$ cat config.mk
export PLATFORM = sky130hd
export DESIGN_NAME = base64_stream_encoder_top
export DESIGN_NICKNAME = d
export VERILOG_FILES = /design/src/design/b64e_pkg.sv /design/src/design/b64e_csr.sv /design/src/design/b64e_group.sv /design/src/design/b64e_emit.sv /design/src/design/base64_stream_encoder_top.sv
export VERILOG_INCLUDE_DIRS = /design/src /design/src/design
export SDC_FILE = /design/constraint.sdc
export NUM_CORES = 1
export LEC_CHECK = 0
export ABC_AREA = 1
export BUFFER_PORTS_ARGS = -buffer_cell sky130_fd_sc_hd__clkbuf_2
export CAP_MARGIN = 10
export CORE_MARGIN = 2
export CORE_UTILIZATION = 52
export CTS_BUF_LIST = sky130_fd_sc_hd__clkbuf_4 sky130_fd_sc_hd__clkbuf_8 sky130_fd_sc_hd__clkbuf_16
export CTS_CLUSTER_SIZE = 30
export DETAILED_ROUTE_END_ITERATION = 12
export PLACE_DENSITY_LB_ADDON = 0.15
export SLEW_MARGIN = 25
export SYNTH_ARGS = -nofsm -noshare
export SYNTH_HDL_FRONTEND = slang
export SYNTH_SLANG_ARGS = --single-unit
export TNS_END_PERCENT = 30
$ cat constraint.sdc
create_clock -name clock -period 2.1 [get_ports clock]
set_input_delay 0.105 -clock clock [delete_from_list [all_inputs] [get_ports clock]]
set_output_delay 0.105 -clock clock [all_outputs]
set_load 0.1 [all_outputs]
$ cat src/design/base64_stream_encoder_top_assert.svh
// ----------------------------------------------------------------------------
// Base64 stream encoder assertion macros
// Concurrent assertion forms, used by the character sequencer module.
// ----------------------------------------------------------------------------
`ifndef BASE64_STREAM_ENCODER_TOP_ASSERT_SVH
`define BASE64_STREAM_ENCODER_TOP_ASSERT_SVH

// Same-cycle implication, checked while out of reset.
`define B64E_ASSERT_SAME(label, clk, rst, ante, cons, msg) \
   label: assert property (@(posedge clk) disable iff (rst) (ante) |-> (cons)) \
      else $error(msg);

// Next-cycle implication, checked while out of reset.
`define B64E_ASSERT_NEXT(label, clk, rst, ante, cons, msg) \
   label: assert property (@(posedge clk) disable iff (rst) (ante) |=> (cons)) \
      else $error(msg);

`endif

$ cat src/design/b64e_pkg.sv
// ----------------------------------------------------------------------------
// Base64 stream encoder package
// Transaction types, character codes and the alphabet mapping.
// ----------------------------------------------------------------------------
`default_nettype none

package b64e_pkg;

   typedef struct packed {
      logic [7:0] data_byte;
      logic       final_byte;
   } req_type;

   typedef struct packed {
      logic [7:0] out_char;
      logic       final_char;
   } rsp_type;

   typedef struct packed {
      logic url_alphabet;
      logic percent_escape;
   } cfg_type;

   // One completed group: up to four characters, how many are sent, last mark.
   typedef struct packed {
      logic [3:0][7:0] chars;
      logic [2:0]      count;
      logic            final_group;
   } group_type;

   // Register indexes, selected by the word address bit.
   localparam logic REG_URL_ALPHABET   = 1'b0;
   localparam logic REG_PERCENT_ESCAPE = 1'b1;

   localparam logic [5:0] IDX_MASK = 6'h3f;

   localparam logic [7:0] CHAR_PAD     = 8'h3D; // '='
   localparam logic [7:0] CHAR_PLUS    = 8'h2B; // '+'
   localparam logic [7:0] CHAR_SLASH   = 8'h2F; // '/'
   localparam logic [7:0] CHAR_MINUS   = 8'h2D; // '-'
   localparam logic [7:0] CHAR_UNDER   = 8'h5F; // '_'
   localparam logic [7:0] CHAR_PERCENT = 8'h25; // '%'
   localparam logic [7:0] CHAR_TWO     = 8'h32; // '2'
   localparam logic [7:0] CHAR_THREE   = 8'h33; // '3'
   localparam logic [7:0] CHAR_UPPER_B = 8'h42; // 'B'
   localparam logic [7:0] CHAR_UPPER_F = 8'h46; // 'F'
   localparam logic [7:0] CHAR_UPPER_D = 8'h44; // 'D'
   localparam logic [7:0] CHAR_UPPER_A = 8'h41; // 'A'
   localparam logic [7:0] CHAR_LOWER_A = 8'h61; // 'a'
   localparam logic [7:0] CHAR_ZERO    = 8'h30; // '0'

   // Six-bit index to its alphabet character.
   function automatic logic [7:0] index_to_char(logic [5:0] idx, logic url);
      logic [7:0] ch;
      logic [7:0] wide;
      wide = {2'b00, idx & IDX_MASK};
      if (idx < 6'd26) begin
         ch = wide + CHAR_UPPER_A;
      end else if (idx < 6'd52) begin
         ch = wide + (CHAR_LOWER_A - 8'd26);
      end else if (idx < 6'd62) begin
         ch = wide + (CHAR_ZERO - 8'd52);
      end else if (idx == 6'd62) begin
         ch = url ? CHAR_MINUS : CHAR_PLUS;
      end else begin
         ch = url ? CHAR_UNDER : CHAR_SLASH;
      end
      return ch;
   endfunction

endpackage

`default_nettype wire

$ cat src/design/b64e_csr.sv
// ----------------------------------------------------------------------------
// Base64 encoder control registers
// APB-style register port holding the alphabet and escape mode bits.
// ----------------------------------------------------------------------------
`default_nettype none

module b64e_csr (
   input  wire logic             clock,
   input  wire logic             reset,
   input  wire logic             psel,
   input  wire logic             penable,
   input  wire logic             pwrite,
   input  wire logic [2:0]       paddr,
   input  wire logic [31:0]      pwdata,
   output logic      [31:0]      prdata,
   output logic                  pready,
   output b64e_pkg::cfg_type     cfg
);

   b64e_pkg::cfg_type cfg_ff;
   b64e_pkg::cfg_type cfg_in;
   logic              write_en;

   assign pready   = 1'b1;
   assign write_en = psel && penable && pwrite && pready;

   always_comb begin
      cfg_in = cfg_ff;
      if (write_en) begin
         case (paddr[2])
            b64e_pkg::REG_URL_ALPHABET:   cfg_in.url_alphabet   = pwdata[0];
            b64e_pkg::REG_PERCENT_ESCAPE: cfg_in.percent_escape = pwdata[0];
            default:                      cfg_in = cfg_ff;
         endcase
      end
   end

   always_ff @(posedge clock) begin
      if (reset) begin
         cfg_ff <= '0;
      end else begin
         cfg_ff <= cfg_in;
      end
   end

   always_comb begin
      case (paddr[2])
         b64e_pkg::REG_URL_ALPHABET:   prdata = {31'd0, cfg_ff.url_alphabet};
         b64e_pkg::REG_PERCENT_ESCAPE: prdata = {31'd0, cfg_ff.percent_escape};
         default:                      prdata = 32'd0;
      endcase
   end

   assign cfg = cfg_ff;

endmodule

`default_nettype wire

$ cat src/design/b64e_group.sv
// ----------------------------------------------------------------------------
// Base64 encoder group builder
// Holds up to two bytes and turns each completed group into characters.
// ----------------------------------------------------------------------------
`default_nettype none

module b64e_group (
   input  wire logic                clock,
   input  wire logic                reset,
   input  wire b64e_pkg::cfg_type   cfg,
   input  wire logic                req_valid,
   output logic                     req_stall,
   input  wire b64e_pkg::req_type   req_payload,
   input  wire logic                grp_take,
   output logic                     grp_valid,
   output b64e_pkg::group_type      grp
);

   logic [7:0]          held0_ff, held0_in;
   logic [7:0]          held1_ff, held1_in;
   logic [1:0]          held_cnt_ff, held_cnt_in;
   logic                grp_valid_ff, grp_valid_in;
   b64e_pkg::group_type grp_ff, grp_in;

   logic [1:0] cnt;
   logic       completing;
   logic       accept;
   logic       pad;
   logic [7:0] b1, b2, b3;
   logic [5:0] idx0, idx1, idx2, idx3;

   // A count above two never occurs; it is treated as two.
   assign cnt        = (held_cnt_ff > 2'd2) ? 2'd2 : held_cnt_ff;
   assign completing = req_payload.final_byte || (cnt == 2'd2);
   assign req_stall  = completing && grp_valid_ff && !grp_take;
   assign accept     = req_valid && !req_stall;
   assign pad        = cfg.percent_escape || !cfg.url_alphabet;

   always_comb begin
      b1 = (cnt == 2'd0) ? req_payload.data_byte : held0_ff;
      b2 = (cnt == 2'd1) ? req_payload.data_byte : ((cnt == 2'd2) ? held1_ff : 8'd0);
      b3 = (cnt == 2'd2) ? req_payload.data_byte : 8'd0;
      idx0 = b1[7:2];
      idx1 = {b1[1:0], b2[7:4]};
      idx2 = {b2[3:0], b3[7:6]};
      idx3 = b3[5:0];
   end

   always_comb begin
      held0_in     = held0_ff;
      held1_in     = held1_ff;
      held_cnt_in  = held_cnt_ff;
      grp_valid_in = grp_valid_ff && !grp_take;
      grp_in       = grp_ff;
      if (accept && !completing) begin
         if (cnt == 2'd0) begin
            held0_in = req_payload.data_byte;
         end else begin
            held1_in = req_payload.data_byte;
         end
         held_cnt_in = cnt + 2'd1;
      end else if (accept) begin
         held0_in     = 8'd0;
         held1_in     = 8'd0;
         held_cnt_in  = 2'd0;
         grp_valid_in = 1'b1;
         grp_in.chars[0] = b64e_pkg::index_to_char(idx0, cfg.url_alphabet);
         grp_in.chars[1] = b64e_pkg::index_to_char(idx1, cfg.url_alphabet);
         grp_in.chars[2] = (cnt != 2'd0) ?
            b64e_pkg::index_to_char(idx2, cfg.url_alphabet) : b64e_pkg::CHAR_PAD;
         grp_in.chars[3] = (cnt == 2'd2) ?
            b64e_pkg::index_to_char(idx3, cfg.url_alphabet) : b64e_pkg::CHAR_PAD;
         // Without padding a short group sends one character more than its bytes.
         if (cnt == 2'd2 || pad) begin
            grp_in.count = 3'd4;
         end else begin
            grp_in.count = {1'b0, cnt} + 3'd2;
         end
         grp_in.final_group = req_payload.final_byte;
      end
   end

   always_ff @(posedge clock) begin
      if (reset) begin
         held0_ff     <= 8'd0;
         held1_ff     <= 8'd0;
         held_cnt_ff  <= 2'd0;
         grp_valid_ff <= 1'b0;
      end else begin
         held0_ff     <= held0_in;
         held1_ff     <= held1_in;
         held_cnt_ff  <= held_cnt_in;
         grp_valid_ff <= grp_valid_in;
      end
   end

   always_ff @(posedge clock) begin
      grp_ff <= grp_in;
   end

   assign grp_valid = grp_valid_ff;
   assign grp       = grp_ff;

endmodule

`default_nettype wire

$ cat src/design/b64e_emit.sv
// ----------------------------------------------------------------------------
// Base64 encoder character sequencer
// Sends a group's characters one per cycle while rsp is not stalled, expanding percent escapes.
// ----------------------------------------------------------------------------
`default_nettype none

`include "base64_stream_encoder_top_assert.svh"

module b64e_emit (
   input  wire logic                  clock,
   input  wire logic                  reset,
   input  wire b64e_pkg::cfg_type     cfg,
   input  wire logic                  grp_valid,
   input  wire b64e_pkg::group_type   grp,
   output logic                       grp_take,
   output logic                       rsp_valid,
   input  wire logic                  rsp_stall,
   output b64e_pkg::rsp_type          rsp_payload
);

   logic [1:0]        sym_ff, sym_in;
   logic [1:0]        sub_ff, sub_in;
   logic              rsp_valid_ff, rsp_valid_in;
   b64e_pkg::rsp_type rsp_payload_ff, rsp_payload_in;

   logic       load;
   logic       fire;
   logic [7:0] ch;
   logic       esc_hit;
   logic [7:0] esc_second;
   logic [7:0] esc_third;
   logic [7:0] out_ch;
   logic       char_done;
   logic       grp_done;

   assign load    = !rsp_valid_ff || !rsp_stall;
   assign fire    = load && grp_valid;
   assign ch      = grp.chars[sym_ff];
   assign esc_hit = cfg.percent_escape &&
                    (ch == b64e_pkg::CHAR_PLUS || ch == b64e_pkg::CHAR_SLASH ||
                     ch == b64e_pkg::CHAR_PAD);

   always_comb begin
      esc_second = (ch == b64e_pkg::CHAR_PAD) ? b64e_pkg::CHAR_THREE : b64e_pkg::CHAR_TWO;
      if (ch == b64e_pkg::CHAR_PLUS) begin
         esc_third = b64e_pkg::CHAR_UPPER_B;
      end else if (ch == b64e_pkg::CHAR_SLASH) begin
         esc_third = b64e_pkg::CHAR_UPPER_F;
      end else begin
         esc_third = b64e_pkg::CHAR_UPPER_D;
      end
      if (!esc_hit) begin
         out_ch = ch;
      end else begin
         case (sub_ff)
            2'd0:    out_ch = b64e_pkg::CHAR_PERCENT;
            2'd1:    out_ch = esc_second;
            default: out_ch = esc_third;
         endcase
      end
   end

   assign char_done = !esc_hit || (sub_ff == 2'd2);
   assign grp_done  = char_done && (({1'b0, sym_ff} + 3'd1) == grp.count);
   assign grp_take  = fire && grp_done;

   always_comb begin
      sym_in         = sym_ff;
      sub_in         = sub_ff;
      rsp_valid_in   = rsp_valid_ff;
      rsp_payload_in = rsp_payload_ff;
      if (load) begin
         rsp_valid_in = fire;
      end
      if (fire) begin
         rsp_payload_in.out_char   = out_ch;
         rsp_payload_in.final_char = grp.final_group && grp_done;
         if (grp_done) begin
            sym_in = 2'd0;
            sub_in = 2'd0;
         end else if (char_done) begin
            sym_in = sym_ff + 2'd1;
            sub_in = 2'd0;
         end else begin
            sub_in = sub_ff + 2'd1;
         end
      end
   end

   always_ff @(posedge clock) begin
      if (reset) begin
         sym_ff       <= 2'd0;
         sub_ff       <= 2'd0;
         rsp_valid_ff <= 1'b0;
      end else begin
         sym_ff       <= sym_in;
         sub_ff       <= sub_in;
         rsp_valid_ff <= rsp_valid_in;
      end
   end

   always_ff @(posedge clock) begin
      rsp_payload_ff <= rsp_payload_in;
   end

   assign rsp_valid   = rsp_valid_ff;
   assign rsp_payload = rsp_payload_ff;

   `B64E_ASSERT_SAME(a_sub_in_range, clock, reset, 1'b1, sub_ff != 2'd3, "escape step out of range")
   `B64E_ASSERT_SAME(a_mid_escape_has_group, clock, reset, sub_ff != 2'd0, grp_valid, "escape without group")
   `B64E_ASSERT_SAME(a_mid_group_has_group, clock, reset, sym_ff != 2'd0, grp_valid, "position without group")
   `B64E_ASSERT_NEXT(a_final_marked, clock, reset, grp_take && grp.final_group, rsp_valid && rsp_payload.final_char, "last character not marked")

endmodule

`default_nettype wire

$ cat src/design/base64_stream_encoder_top.sv
// ----------------------------------------------------------------------------
// Base64 stream encoder
// Byte stream in, Base64 text out one character per transaction.
// ----------------------------------------------------------------------------
//  Channel   Direction  Handshake            Payload
//  req       in         req_valid/req_stall  data_byte, final_byte
//  rsp       out        rsp_valid/rsp_stall  out_char, final_char
//  csr       in         APB psel/penable     url_alphabet (0x0), percent_escape (0x4)
//
// One character leaves per cycle from the character sequencer unless rsp is
// stalled; a completed group gives 2 to 4 characters, or up to 12 with percent
// escapes. A byte that only gets held is never stalled; a group-completing byte
// waits while the group register is still being sent. Synchronous reset clears
// the held count, the group and output valid bits and both mode registers. A
// stall on rsp holds the output register and backs up into req only at the next
// group-completing byte.
`default_nettype none

module base64_stream_encoder_top (
   input  wire logic                clock,
   input  wire logic                reset,
   input  wire logic                req_valid,
   output logic                     req_stall,
   input  wire b64e_pkg::req_type   req_payload,
   output logic                     rsp_valid,
   input  wire logic                rsp_stall,
   output b64e_pkg::rsp_type        rsp_payload,
   input  wire logic                psel,
   input  wire logic                penable,
   input  wire logic                pwrite,
   input  wire logic [2:0]          paddr,
   input  wire logic [31:0]         pwdata,
   output logic      [31:0]         prdata,
   output logic                     pready
);

   b64e_pkg::cfg_type   cfg;
   logic                grp_valid;
   logic                grp_take;
   b64e_pkg::group_type grp;

   b64e_csr u_csr (
      .clock   (clock),
      .reset   (reset),
      .psel    (psel),
      .penable (penable),
      .pwrite  (pwrite),
      .paddr   (paddr),
      .pwdata  (pwdata),
      .prdata  (prdata),
      .pready  (pready),
      .cfg     (cfg)
   );

   b64e_group u_group (
      .clock       (clock),
      .reset       (reset),
      .cfg         (cfg),
      .req_valid   (req_valid),
      .req_stall   (req_stall),
      .req_payload (req_payload),
      .grp_take    (grp_take),
      .grp_valid   (grp_valid),
      .grp         (grp)
   );

   b64e_emit u_emit (
      .clock       (clock),
      .reset       (reset),
      .cfg         (cfg),
      .grp_valid   (grp_valid),
      .grp         (grp),
      .grp_take    (grp_take),
      .rsp_valid   (rsp_valid),
      .rsp_stall   (rsp_stall),
      .rsp_payload (rsp_payload)
   );

endmodule

`default_nettype wire
Word-level counts from Yosys, hierarchy flattened

Index checks and enable logic that the tools add are counted.

Output and inout port bits: 44
Bits of input ports: 51
Register bits: 71
Logic and storage cells: 142

Bitwise gates (word level): 2
Mux-type cells: 43
Equality and inequality tests: 13
Reduce and logical (&&, ||, !) cells: 36
Add/sub/neg operators: 17
Magnitude comparators: 14

Operator list:

| kind                | count |
|---|---|
| $mux 8              | 27 |
| $add 6x7->8 const B | 8 |
| $pmux 32 s2         | 1 |
| $lt 6x6->1 const B  | 8 |
| $add 7x3->8 const B | 4 |
| $eq 6x6->1 const B  | 4 |
| $eq 8x6->1 const B  | 3 |
| $lt 6x5->1 const B  | 4 |
| $bmux 8 s2          | 1 |
| $mux 2              | 8 |
| $pmux 8 s2          | 1 |
| $logic_and 1x1->1   | 12 |
| $reduce_and 2->1    | 5 |
| $logic_not 1->1     | 7 |
| $logic_or 1x1->1    | 7 |
| $mux 7              | 1 |
| $add 2x1->2 const B | 3 |
| $reduce_bool 2->1   | 3 |
| $eq 2x1->1 const B  | 2 |
| $eq 2x2->1 const B  | 2 |
| $logic_not 2->1     | 2 |
| $add 2x1->3 const B | 1 |
| $add 2x2->3 const B | 1 |
| $eq 3x3->1          | 1 |
| 6 further kinds     | 9 |

Logic depth before layout (Yosys ltp)

Gate-level depths: netlist (run 1).

Word-level depth: 17
Depth in mapped cells: 17
Mapped depth without buffers: 16

Hierarchy

A second synthesis (run 1) with hierarchy kept.

Cells, all modules: 746
Area, all modules: 5,268.8 um^2

Modules (own cells, without submodules):

| module     | cells each | area each (um^2) | seq. area each (um^2) | instances |
|---|---|---|---|---|
| b64e_group | 521        | 3,772.4          | 1,461.4               | 1 |
| b64e_emit  | 172        | 1,129.8          | 370.4                 | 1 |
| b64e_csr   | 53         | 366.6            | 40.0                  | 1 |

Worst setup path after synthesis (run 1)

No wires, ideal clock.

Path kind: flip-flop to output port
From: register u_csr.cfg_ff, in the netlist u_csr.cfg[1]
To: output prdata[0]
Data arrival time: 2.767 ns
Path slack: -0.772 ns
Cell stages (with the launch flop): 4
Cell sequence: dfxtp_1 > clkbuf_1 > inv_1 > o21ai_0

Cells in the longest elaborated chain, start to end: 1

RTL lines:

| item                   | line                            | text |
|---|---|---|
| from (decl)            | b64e_csr.sv:20                  | `b64e_pkg::cfg_type cfg_ff;` |
| from (signal assigned) | b64e_csr.sv:42                  | `cfg_ff <= cfg_in;` |
| $pmux 32 s2            | b64e_csr.sv:47                  | `case (paddr[2])` |
| to (decl)              | base64_stream_encoder_top.sv:33 | `output logic [31:0] prdata,` |

No other way between the ends. The select of a mux whose other input is x is not followed.

Worst setup path after layout (run 1)

From: register u_emit.sym_ff[0]
To: output req_stall

Cells in the longest elaborated chain, start to end: 12
Elaborated cells on any way between the ends: 16
Classes of those cells: 1 x add/sub; 4 x eq/ne; 2 x mux; 9 x reduce/logical

RTL lines:

| item                           | line                            | text |
|---|---|---|
| from (decl)                    | b64e_emit.sv:21                 | `logic [1:0] sym_ff, sym_in;` |
| from (signal assigned)         | b64e_emit.sv:96                 | `sym_ff <= sym_in;` |
| $bmux 8 s2                     | b64e_emit.sv:38                 | `assign ch = grp.chars[sym_ff];` |
| $mux 8 (implied by the code)   | b64e_emit.sv:38                 |  |
| $eq 8x6->1                     | b64e_emit.sv:40                 | `(ch == b64e_pkg::CHAR_PLUS \|\| ch == b64e_pkg::CHAR_SLASH \|\|` |
| $logic_or 1x1->1 (2 in series) | b64e_emit.sv:40                 |  |
| $logic_and 1x1->1              | b64e_emit.sv:39                 | `assign esc_hit = cfg.percent_escape &&` |
| $logic_not 1->1                | n/a                             |  |
| $logic_or 1x1->1               | b64e_emit.sv:63                 | `assign char_done = !esc_hit \|\| (sub_ff == 2'd2);` |
| $logic_and 1x1->1 *            | b64e_emit.sv:64                 | `assign grp_done = char_done && (({1'b0, sym_ff} + 3'd1) == grp.count);` |
| $logic_and 1x1->1 *            | b64e_emit.sv:65                 | `assign grp_take = fire && grp_done;` |
| $logic_not 1->1 *              | b64e_group.sv:35                | `assign req_stall = completing && grp_valid_ff && !grp_take;` |
| $logic_and 1x1->1 *            | b64e_group.sv:35                |  |
| to (decl)                      | base64_stream_encoder_top.sv:23 | `output logic req_stall,` |

Mark *: on every way between the ends. The rest lies on a longest branch, timed or not. The select of a mux whose other input is x is not followed.

==> impl_metrics.toml, run 1 <==
[cells_and_area]
area_growth_pct = 33.5
leading_cell_type_in_the_layout_fill_and_taps_excluded = "sky130_fd_sc_hd__buf_4"
num_antenna_cells = 0
ff_latch_area_um2 = 1880
fin_util = 0.721
layout.cells.most_common_list = "sky130_fd_sc_hd__buf_4 (121), sky130_fd_sc_hd__nand2_1 (114), sky130_fd_sc_hd__inv_1 (85), sky130_fd_sc_hd__edfxtp_1 (45), sky130_fd_sc_hd__nand2_2 (38)"
post_route_cell_area_um2 = 7110
final_net_count = 917
fillers = 782
drive_above_1_share = 0.391
area_of_the_multi_input_gates_um2 = 3180
post_layout_instance_count_excluding_filler_cells = 977

[floorplan]
die_outline_height_um = 105
die_area_um2 = 11100
die_x_um = 105
placementRows = 36
initial_utilization = 0.540
placeableCoreArea_um2 = 9860
top_level_ports = 95

[worst_setup_path]
crit_path_max_incr_delay_ns = 0.33
timing.critical_path.cells = "buf_6, buf_8, nand2_2, nand3_2, nand2_2, nand2_2, nor2_4, nand2_2, nand2_4, nand3_4, nand3_4, nand3_4, clkinvlp_4, buf_12"
critPathSlowestCell = "sky130_fd_sc_hd__dfxtp_2"
worst_ep_arrival_time_ns = 2.16
path_max_fanout = 8
timing.critical_path.from_type = "flop"
critical_path_class = "flop to output port"
data_required_time_of_the_worst_path_ns = 2.00
path_common_cell = "sky130_fd_sc_hd__nand2_2"
sort_of_element_at_the_end_of_the_critical_path = "output port"
timing.reg2reg.worst_path_depth = 16

[place]
numPortBuffers = 29
number_of_placed_instances_taps_included = 927
postPlaceCellArea_um2 = 6230
gp_congestion = 0.992
place.detailed.hpwl_um = 10800
post-place-ws_ns = -0.191

[route]
post_drt_via_cell_ratio = 5.23
post_drt_wl_per_cell_um = 15.3
ant_nets = 0
drc = 0
dr_total_vias = 5105
routed_wirelength_um = 15000
first_iter_violations = 292
dr.pass1.iters = 5

[timing]
max-slew-margin-rel = 0.555
min_period_over_period = 1.08
max_freq_mhz = 441
final_period_minus_worst_setup_slack_ns = 2.27
drv_slew = 0
unrepaired_setup_endpoints_after_global_routing = "yes"
timing.final.hold_violations = 0
timing.clock.skew_ns = 0.0115
worstMarginPinSlew_ns = 0.667
setup_viol = 62
fin_ws_ns = -0.167

[clock_network]
clock_tree_from_tritoncts = "yes"
cts-htree-levels = 3
clock_tree.root_cell = "sky130_fd_sc_hd__clkbuf_8"
clkLatencyLatePin_ns = 0.36
cts_buffers = 9
clock_sink_count = 71
ctsLongestPathBuffers = 2
clkSlewWorstSetupHoldPaths_ns = 0.08

[min_path]
min_path_type = "primary input to flop"
min_path_cells = 3

[logic_synthesis]
synthesis.area_per_instance_um2 = 7.83
synth.top_cells.by_area = "sky130_fd_sc_hd__edfxtp_1 (25%), sky130_fd_sc_hd__dfxtp_1 (9.8%), sky130_fd_sc_hd__nand2_1 (9.6%)"
synth_enable_flop_cells = 45
cells_after_synthesis = 681
yosys_most_used_dff = "sky130_fd_sc_hd__edfxtp_1"
ys_warn_count = 0
post-synth-top-area-fraction = 0.254
synth_seq_area_share = 0.351
synth.distinct_cells = 52
synth.largest_area_cell = "sky130_fd_sc_hd__edfxtp_1"
synth.cell_area_um2 = 5330
ys_seq_elements = 71
async_flop_share = 0

[power_and_ir_drop]
pwr_density_cell_nw_per_um2 = 588
design_power_total_w = 0.00418
total_leakage_power_nw = 3.14
worst_ir_drop_vdd_mv = 0.301

[global_route]
wire_length_of_the_first_global_routing_pass_um = 22700
grt_max_degree = 25
grt_pass1_vias = 4739
antenna_found_initial = 0
grt_overflow_total = 0
grt_util_all_layers = 0.257

[run]
number_of_max_cap_violations = 0

[status]
status = "finished with violations"
failing_checks = "setup timing"
## worst max-delay path, delay by kind of cell (launching register included)
kind	cells	cell delay [ns]
buf+inv	4	0.52
simple gates	10	0.93
flops	1	0.33
## cells in the mapped netlist, drive strengths merged, types with 13 or more instances
cell type / n
nand4: 13
nand3: 51
inv: 107
ha: 27
buf: 41
xor2: 15
nand2: 158
a21oi: 47
nor2: 36
edfxtp: 45
o21ai: 48
dfxtp: 26
## worst paths after layout
check | startpoint | to | slack (ns)
worst max-delay path | u_emit.sym_ff[0] | req_stall | -0.17
worst min-delay path | rsp_stall | u_emit.rsp_valid | 0.01
worst max register to register | u_emit.sym_ff[0] | u_group.grp[17] | -0.16
worst min register to register | u_group.held1_ff[7] | u_group.held1_ff[7] | 0.48
## power breakdown
group          internal, W  total (W)  switching [W]
clock             0.000428   0.000987       0.000559
combinational     0.000543    0.00158        0.00103
sequential         0.00158    0.00162      0.0000379
total              0.00255    0.00418        0.00163
## repair_timing
item | CTS | global route
buffers inserted | 21 | 9
hold endpoints to repair | 1 | 0
pin swaps | 19 | 23
hold buffers | 1 | 0
gates resized for setup | 45 | 63
endpoints found under the setup margin | 58 | 86
gates cloned | 0 | 3
## metrics by stage
stage | setup TNS [ns] | hold WS, ns
floorplan | -0.430 | 0.167
global placement | -0.563 | 0.354
detailed placement | -2.61 | 0.350
CTS | -4.00 | 0.000386
global route | -12.95 | 0.0298
finish | -6.89 | 0.0149
## registers in the layout, indices dropped and copies added (netlist names)
| register | flops |
|---|---|
| u_group.grp | 36 |
| u_group.held0_ff | 8 |
| u_group.grp_valid | 1 |
| u_csr.cfg | 2 |
| u_group.held1_ff | 8 |
| u_group.held_cnt_ff | 2 |
| u_emit.sub_ff | 2 |
| u_emit.rsp_valid | 1 |
| u_emit.sym_ff | 2 |
| u_emit.rsp_payload | 9 |
## metal layers
metal	track usage	part of all wire
met3	0.0340	0.055
met5	0	0
met2	0.437	0.49
met1	0.330	0.42
met4	0.105	0.033
## logic make-up after synthesis
kind of cell	share of synthesized area
other	0.00141
AO/OA/AOI/OAI	0.162
AND/OR/NAND/NOR	0.244
flip-flops	0.351
buffers and inverters	0.140
adder cells (fa/ha/maj)	0.0634
XOR/XNOR	0.0378
## cell type report
cell class,count,area share
multi-input combinational,486,0.447
inverter,109,0.0626
clock buffer,9,0.0174
clock inverter,7,0.00686
sequential,71,0.264
tap,133,0.0234
timing repair buffer,162,0.179
Note: power is estimated with default switching activity, not from simulation.
==> run 2, diff against run 1 <==
--- a/config.mk
+++ b/config.mk
@@ -14,7 +14,7 @@
 export CTS_BUF_LIST = sky130_fd_sc_hd__clkbuf_4 sky130_fd_sc_hd__clkbuf_8 sky130_fd_sc_hd__clkbuf_16
 export CTS_CLUSTER_SIZE = 30
 export DETAILED_ROUTE_END_ITERATION = 12
-export PLACE_DENSITY_LB_ADDON = 0.15
+export PLACE_DENSITY = 0.76
 export SLEW_MARGIN = 25
 export SYNTH_ARGS = -nofsm -noshare
 export SYNTH_HDL_FRONTEND = slang
==> constraint.sdc (replaced) <==
create_clock -name clock -period 2.1 [get_ports clock]
set_input_delay 0.105 -clock clock [delete_from_list [all_inputs] [get_ports clock]]
set_output_delay 0.105 -clock clock [all_outputs]
set_load 0.01 [all_outputs]
==> run 2 against run 1 <==
Effect of this change: the flow still finishes with violations (setup timing); register-to-register slack lost 0.06 ns; worst hold slack gained 0.0029 ns; combinational power shrank 17%; first-iteration DRC count grew 41%; setup slack lost 0.058 ns; sequential power is essentially flat; routed wire length grew 4.8%; global-route usage grew 1.5 points; highest routed layer unchanged.
==> impl_metrics.toml, run 2 (synthesis gave the netlist of run 1 again) <==
[status]
status = "finished with violations"
failing_checks = "setup timing"

[cells_and_area]
area_growth_pct = 35.9
fin_util = 0.735
num_antenna_cells = 0
leading_cell_type_in_the_layout_fill_and_taps_excluded = "sky130_fd_sc_hd__buf_4"
final_net_count = 923
fillers = 683
drive_above_1_share = 0.395
post_layout_instance_count_excluding_filler_cells = 983
largest_register_ff_count = 36
layout.cells.most_common_list = "sky130_fd_sc_hd__buf_4 (116), sky130_fd_sc_hd__nand2_1 (113), sky130_fd_sc_hd__inv_1 (85), sky130_fd_sc_hd__edfxtp_1 (45), sky130_fd_sc_hd__nand2_2 (33)"

[worst_setup_path]
crit_path_max_incr_delay_ns = 0.35
timing.critical_path.from_type = "flop"
path_max_fanout = 7
worst_ep_arrival_time_ns = 2.40
critical_path_class = "flop to flop"
data_required_time_of_the_worst_path_ns = 2.18
sort_of_element_at_the_end_of_the_critical_path = "flop"
critPathSlowestCell = "sky130_fd_sc_hd__dfxtp_2"
timing.critical_path.cells = "buf_6, ha_4, xnor2_1, nand2_1, nor2_2, nand3_4, buf_6, nand2_4, nand3_4, inv_6, buf_12, clkbuf_16"

[route]
dr.pass1.iters = 5
post_drt_via_cell_ratio = 5.37
drc = 0
routed_wirelength_um = 15700
ant_nets = 0
first_iter_violations = 412
dr_total_vias = 5277
post_drt_wl_per_cell_um = 16.0

[clock_network]
cts_buffers = 9
clock_sink_count = 71
clock_tree.root_cell = "sky130_fd_sc_hd__clkbuf_8"
ctsLongestPathBuffers = 2
clkSlewWorstSetupHoldPaths_ns = 0.09
clkLatencyLatePin_ns = 0.37
clock_tree_from_tritoncts = "yes"
cts-htree-levels = 3

[floorplan]
top_level_ports = 95
placementRows = 36
die_outline_height_um = 105
initial_utilization = 0.540
die_x_um = 105
die_area_um2 = 11100
placeableCoreArea_um2 = 9860

[place]
numPortBuffers = 29
place.detailed.hpwl_um = 10700
post-place-ws_ns = -0.228
gp_congestion = 0.951
number_of_placed_instances_taps_included = 927

[timing]
unrepaired_setup_endpoints_after_global_routing = "yes"
drv_slew = 0
fin_ws_ns = -0.225
setup_viol = 62
timing.clock.skew_ns = 0.0163
min_period_over_period = 1.11
timing.final.hold_violations = 0
whs_ns = 0.0178
final_period_minus_worst_setup_slack_ns = 2.32
max_freq_mhz = 430

[global_route]
grt_util_all_layers = 0.273
antenna_found_initial = 0
grt_pass1_vias = 5051
grt_max_degree = 24
grt_overflow_total = 0
wire_length_of_the_first_global_routing_pass_um = 24000

[power_and_ir_drop]
pwr_density_cell_nw_per_um2 = 562
worst_ir_drop_vdd_mv = 0.307
design_power_total_w = 0.00407
total_leakage_power_nw = 3.26

[min_path]
min_path_type = "primary input to flop"

[run]
number_of_max_cap_violations = 0
run 2: cell types whose count changed in the layout (fill, tap and decap cells not counted), sizes merged:
cell      change
inv           +2
buf           +5
clkinvlp      -3
clkbuf        +1
clkinv        +1
run 2: area by class of cell:
class,instances,area (um^2),share of cell area
clock buffers,10,138,0.0190
clock inverters,6,58.8,0.00812
inverters,109,430,0.0594
multi-input cells,486,3220,0.444
flip-flops and latches,71,1880,0.259
well taps,133,166,0.0230
repair buffers,167,1350,0.186
repair inverters,1,8.76,0.00121
run 2: through the flow:
| step | setup TNS, ns | instance area, um^2 |
|---|---|---|
| after floorplan | -0.310 | 5480 |
| after global placement | -0.581 | 6250 |
| after detailed placement | -1.21 | 6250 |
| after CTS | -1.75 | 6900 |
| after global routing | -14.88 | 7250 |
| final | -8.47 | 7250 |
run 2: final timing paths:
kind	cells after the start	slack [ns]	to	from
setup / recovery	12	-0.22	u_group.grp[27]	u_emit.sym_ff[0]
hold / removal	3	0.02	u_csr.cfg[1]	pwdata[0]
setup reg to reg	12	-0.22	u_group.grp[27]	u_emit.sym_ff[0]
hold reg to reg	2	0.47	u_group.held0_ff[6]	u_group.held0_ff[6]
run 2: routing by layer:
metal	GRT usage	vias up	share of wire	routed length, um
met4	0.137	0	0.046	720
met5	0	-	0	0
li1	-	2536	-	-
met1	0.344	2443	0.40	6300
met2	0.452	249	0.48	7590
met3	0.0433	49	0.069	1090
run 2: critical path, delay by kind of cell, from the launching register on:
| kind | cells | cell delay [ns] |
|---|---|---|
| buffers and inverters | 5 | 0.65 |
| AND/OR/NAND/NOR | 5 | 0.60 |
| flip-flops | 1 | 0.35 |
| adder cells (fa/ha/maj) | 1 | 0.24 |
| XOR/XNOR | 1 | 0.19 |
run 2: where the power goes:
group          leakage [nW]  total, W  internal (W)  switching [W]
registers             0.613   0.00162       0.00158      0.0000411
clock network        0.0978   0.00114      0.000576       0.000565
logic                  2.54   0.00131      0.000557       0.000752
run 2: what timing repair did:
item | 4_1_cts | 5_1_grt
endpoints found under the setup margin | 56 | 88
buffers inserted | 28 | 9
hold buffers | 1 | 0
cloned | 2 | 2
pin swaps | 21 | 27
gates resized for setup | 52 | 74
endpoints found under the hold margin | 1 | 0
==> run 3, diff against run 2 <==
--- a/config.mk
+++ b/config.mk
@@ -9,13 +9,15 @@
 export ABC_AREA = 1
 export BUFFER_PORTS_ARGS = -buffer_cell sky130_fd_sc_hd__clkbuf_2
 export CAP_MARGIN = 10
+export CORE_ASPECT_RATIO = 1.75
 export CORE_MARGIN = 2
 export CORE_UTILIZATION = 52
 export CTS_BUF_LIST = sky130_fd_sc_hd__clkbuf_4 sky130_fd_sc_hd__clkbuf_8 sky130_fd_sc_hd__clkbuf_16
 export CTS_CLUSTER_SIZE = 30
 export DETAILED_ROUTE_END_ITERATION = 12
+export MAX_ROUTING_LAYER = met4
 export PLACE_DENSITY = 0.76
-export SLEW_MARGIN = 25
+export SLEW_MARGIN = 20
 export SYNTH_ARGS = -nofsm -noshare
 export SYNTH_HDL_FRONTEND = slang
 export SYNTH_SLANG_ARGS = --single-unit
==> run 3 against run 2 <==
Effect of this change: the run still ends with setup timing left; core utilization shrank 2.3 points; routed wire length down 6.3%; via count is 2.6% lower; die area grew 0.28%; first-iteration DRC count shrank 33%; sequential cell count unchanged; sequential share of layout area grew 0.70 points; register-to-register slack better by 0.06 ns; setup slack improved by 0.058 ns; cell count shrank 2.2%; non-clock buffer count down 13; critical path type unchanged.
==> impl_metrics.toml, run 3 (synthesis gave the netlist of run 1 again) <==
[status]
status = "finished with violations"
failing_checks = "setup timing"

[worst_setup_path]
timing.critical_path.cells = "buf_6, buf_8, nand2_2, nand3_1, nand2_2, nand2_2, nor2_4, nand2_2, buf_4, buf_4, buf_4, buf_4, buf_4, buf_4, o211ai_1"
timing.reg2reg.worst_path_depth = 15
worstReg2RegStart = "u_emit.sym_ff[0]"
crit_end = "u_emit.rsp_payload[1]"
timing.critical_path.from_type = "flop"
critPathSlowestCell = "sky130_fd_sc_hd__dfxtp_2"
crit_path_buf_inv_count = 8
crit_path_max_incr_delay_ns = 0.32
path_common_cell = "sky130_fd_sc_hd__buf_4"
path_max_fanout = 8
critical_path_class = "flop to flop"
worst_ep_arrival_time_ns = 2.44
origin_of_the_worst_setup_path = "u_emit.sym_ff[0]"
timing.reg2reg.setup_slack_ns = -0.17
sort_of_element_at_the_end_of_the_critical_path = "flop"
largest_delay_contributor_family_on_the_critical_path = "buffers and inverters"
reg_to_reg_endpoint = "u_emit.rsp_payload[1]"
worst-path-stages = 15
data_required_time_of_the_worst_path_ns = 2.27

[timing]
whs_ns = 0.0369
worstMarginPinSlew_ns = 0.691
setup_viol = 59
max-slew-margin-rel = 0.540
timing.final.hold_violations = 0
final_period_minus_worst_setup_slack_ns = 2.27
max_freq_mhz = 441
unrepaired_setup_endpoints_after_global_routing = "yes"
timing.clock.skew_ns = 0.00833
min_period_over_period = 1.08
drv_slew = 0
fin_ws_ns = -0.167

[cells_and_area]
leading_cell_type_in_the_layout_fill_and_taps_excluded = "sky130_fd_sc_hd__nand2_1"
fin_util = 0.712
area_growth_pct = 32.3
num_antenna_cells = 0
layout.cells.most_common_list = "sky130_fd_sc_hd__nand2_1 (114), sky130_fd_sc_hd__buf_4 (107), sky130_fd_sc_hd__inv_1 (85), sky130_fd_sc_hd__edfxtp_1 (45)"
drive_above_1_share = 0.376
post_layout_instance_count_excluding_filler_cells = 961
final_net_count = 909
largest_register_ff_count = 36

[floorplan]
die_area_um2 = 11100
placeableCoreArea_um2 = 9910
top_level_ports = 95
initial_utilization = 0.538
die_outline_height_um = 138
die_x_um = 80.5
placementRows = 48

[route]
dr.pass1.iters = 5
post_drt_via_cell_ratio = 5.35
ant_nets = 0
dr_total_vias = 5140
routed_wirelength_um = 14700
drc = 0
first_iter_violations = 275
post_drt_wl_per_cell_um = 15.3

[power_and_ir_drop]
power_frac_seq = 0.382
relative_contribution_of_the_clock_network_to_total_power = 0.329
pwr_density_cell_nw_per_um2 = 602
net-switching-power_w = 0.00132
p_int_w = 0.00293
p_comb_frac = 0.289
total_leakage_power_nw = 3.16
worst_ir_drop_vdd_mv = 0.547
design_power_total_w = 0.00425
swShare = 0.311

[global_route]
grt_use_met1 = 0.285
grt_overflow_total = 0
grt_util_met3 = 0.0456
wire_length_of_the_first_global_routing_pass_um = 23000
grt_pass1_vias = 4921
grt_max_degree = 25
grt_util_all_layers = 0.279
antenna_found_initial = 0
met2_usage = 0.491
global_route.peak_usage_layer = "met2"

[clock_network]
clkSlewWorstSetupHoldPaths_ns = 0.06
ctsLongestPathBuffers = 2
clock_tree.root_cell = "sky130_fd_sc_hd__clkbuf_16"
cts_buffers = 9
clock_sink_count = 71
cts-htree-levels = 3
clkLatencyLatePin_ns = 0.34
clock_tree_from_tritoncts = "yes"

[min_path]
min_path_type = "primary input to flop"

[place]
number_of_placed_instances_taps_included = 914
place.detailed.hpwl_um = 11000
gp_congestion = 1.02
numPortBuffers = 29

[run]
number_of_max_cap_violations = 0
[run 3: worst min-delay path by stage]
stage	startpoint	endpoint	slack, ns	depth (start not counted)
3_3_place_gp	req_payload[0]	u_group.grp[0]	0.34	1
2_1_floorplan	reset	u_group.held0_ff[0]	0.17	1
4_1_cts	pwdata[0]	u_csr.cfg[0]	0.03	3
6_report	pwdata[0]	u_csr.cfg[0]	0.04	3
3_5_place_dp	req_payload[0]	u_group.grp[0]	0.34	1
5_1_grt	pwdata[0]	u_csr.cfg[0]	0.04	3
[run 3: area by class of cell]
type	instances	area (um^2)
Timing Repair Buffer	154	1180
Multi-Input combinational cell	486	3150
Clock buffer	11	240
Tap cell	125	156
Clock inverter	5	27.5
Inverter	109	425
Fill cell	728	2860
Sequential cell	71	1880
[run 3: worst register-to-register path, stage by stage, from the launching register on]
cell and delay (ns):
sky130_fd_sc_hd__dfxtp_2 0.32, sky130_fd_sc_hd__buf_6 0.12, sky130_fd_sc_hd__buf_8 0.14, sky130_fd_sc_hd__nand2_2 0.05
sky130_fd_sc_hd__nand3_1 0.11, sky130_fd_sc_hd__nand2_2 0.11, sky130_fd_sc_hd__nand2_2 0.08, sky130_fd_sc_hd__nor2_4 0.13
sky130_fd_sc_hd__nand2_2 0.09, sky130_fd_sc_hd__buf_4 0.13, sky130_fd_sc_hd__buf_4 0.12, sky130_fd_sc_hd__buf_4 0.12
sky130_fd_sc_hd__buf_4 0.12, sky130_fd_sc_hd__buf_4 0.12, sky130_fd_sc_hd__buf_4 0.12, sky130_fd_sc_hd__o211ai_1 0.21
[run 3: power by group through the flow]
| stage | sequential [W] | clock, W | combinational, W |
|---|---|---|---|
| global placement | 0.00164 | 0 | 0.000962 |
| finish | 0.00162 | 0.00140 | 0.00123 |
| CTS | 0.00162 | 0.00140 | 0.00111 |
| floorplan | 0.00164 | 0 | 0.000659 |
| detailed placement | 0.00165 | 0 | 0.000988 |
| global route | 0.00163 | 0.00145 | 0.00133 |
[run 3: metrics by stage]
step                      instance area, um^2  TNS, ns  worst slack (ns)
after detailed placement                 6190    -1.15            -0.173
after global routing                     7050   -10.63            -0.238
final                                    7050    -3.56            -0.167
after floorplan                          5480   -0.310           -0.0933
after CTS                                6830    -1.43            -0.126
after global placement                   6190   -0.312           -0.0891
[run 3: metal layers]
| metal | vias up | routed length (um) |
|---|---|---|
| met1 | 2368 | 5310 |
| met2 | 191 | 7880 |
| li1 | 2507 | - |
| met3 | 74 | 661 |
| met5 | - | 0 |
| met4 | 0 | 852 |
[run 3: what timing repair did]
action	4_1_cts	5_1_grt
gates resized for setup	62	49
setup endpoints to repair	45	85
hold endpoints to repair	1	0
setup buffers	19	11
hold buffers	1	0
pin swaps	29	20
cloned	0	0
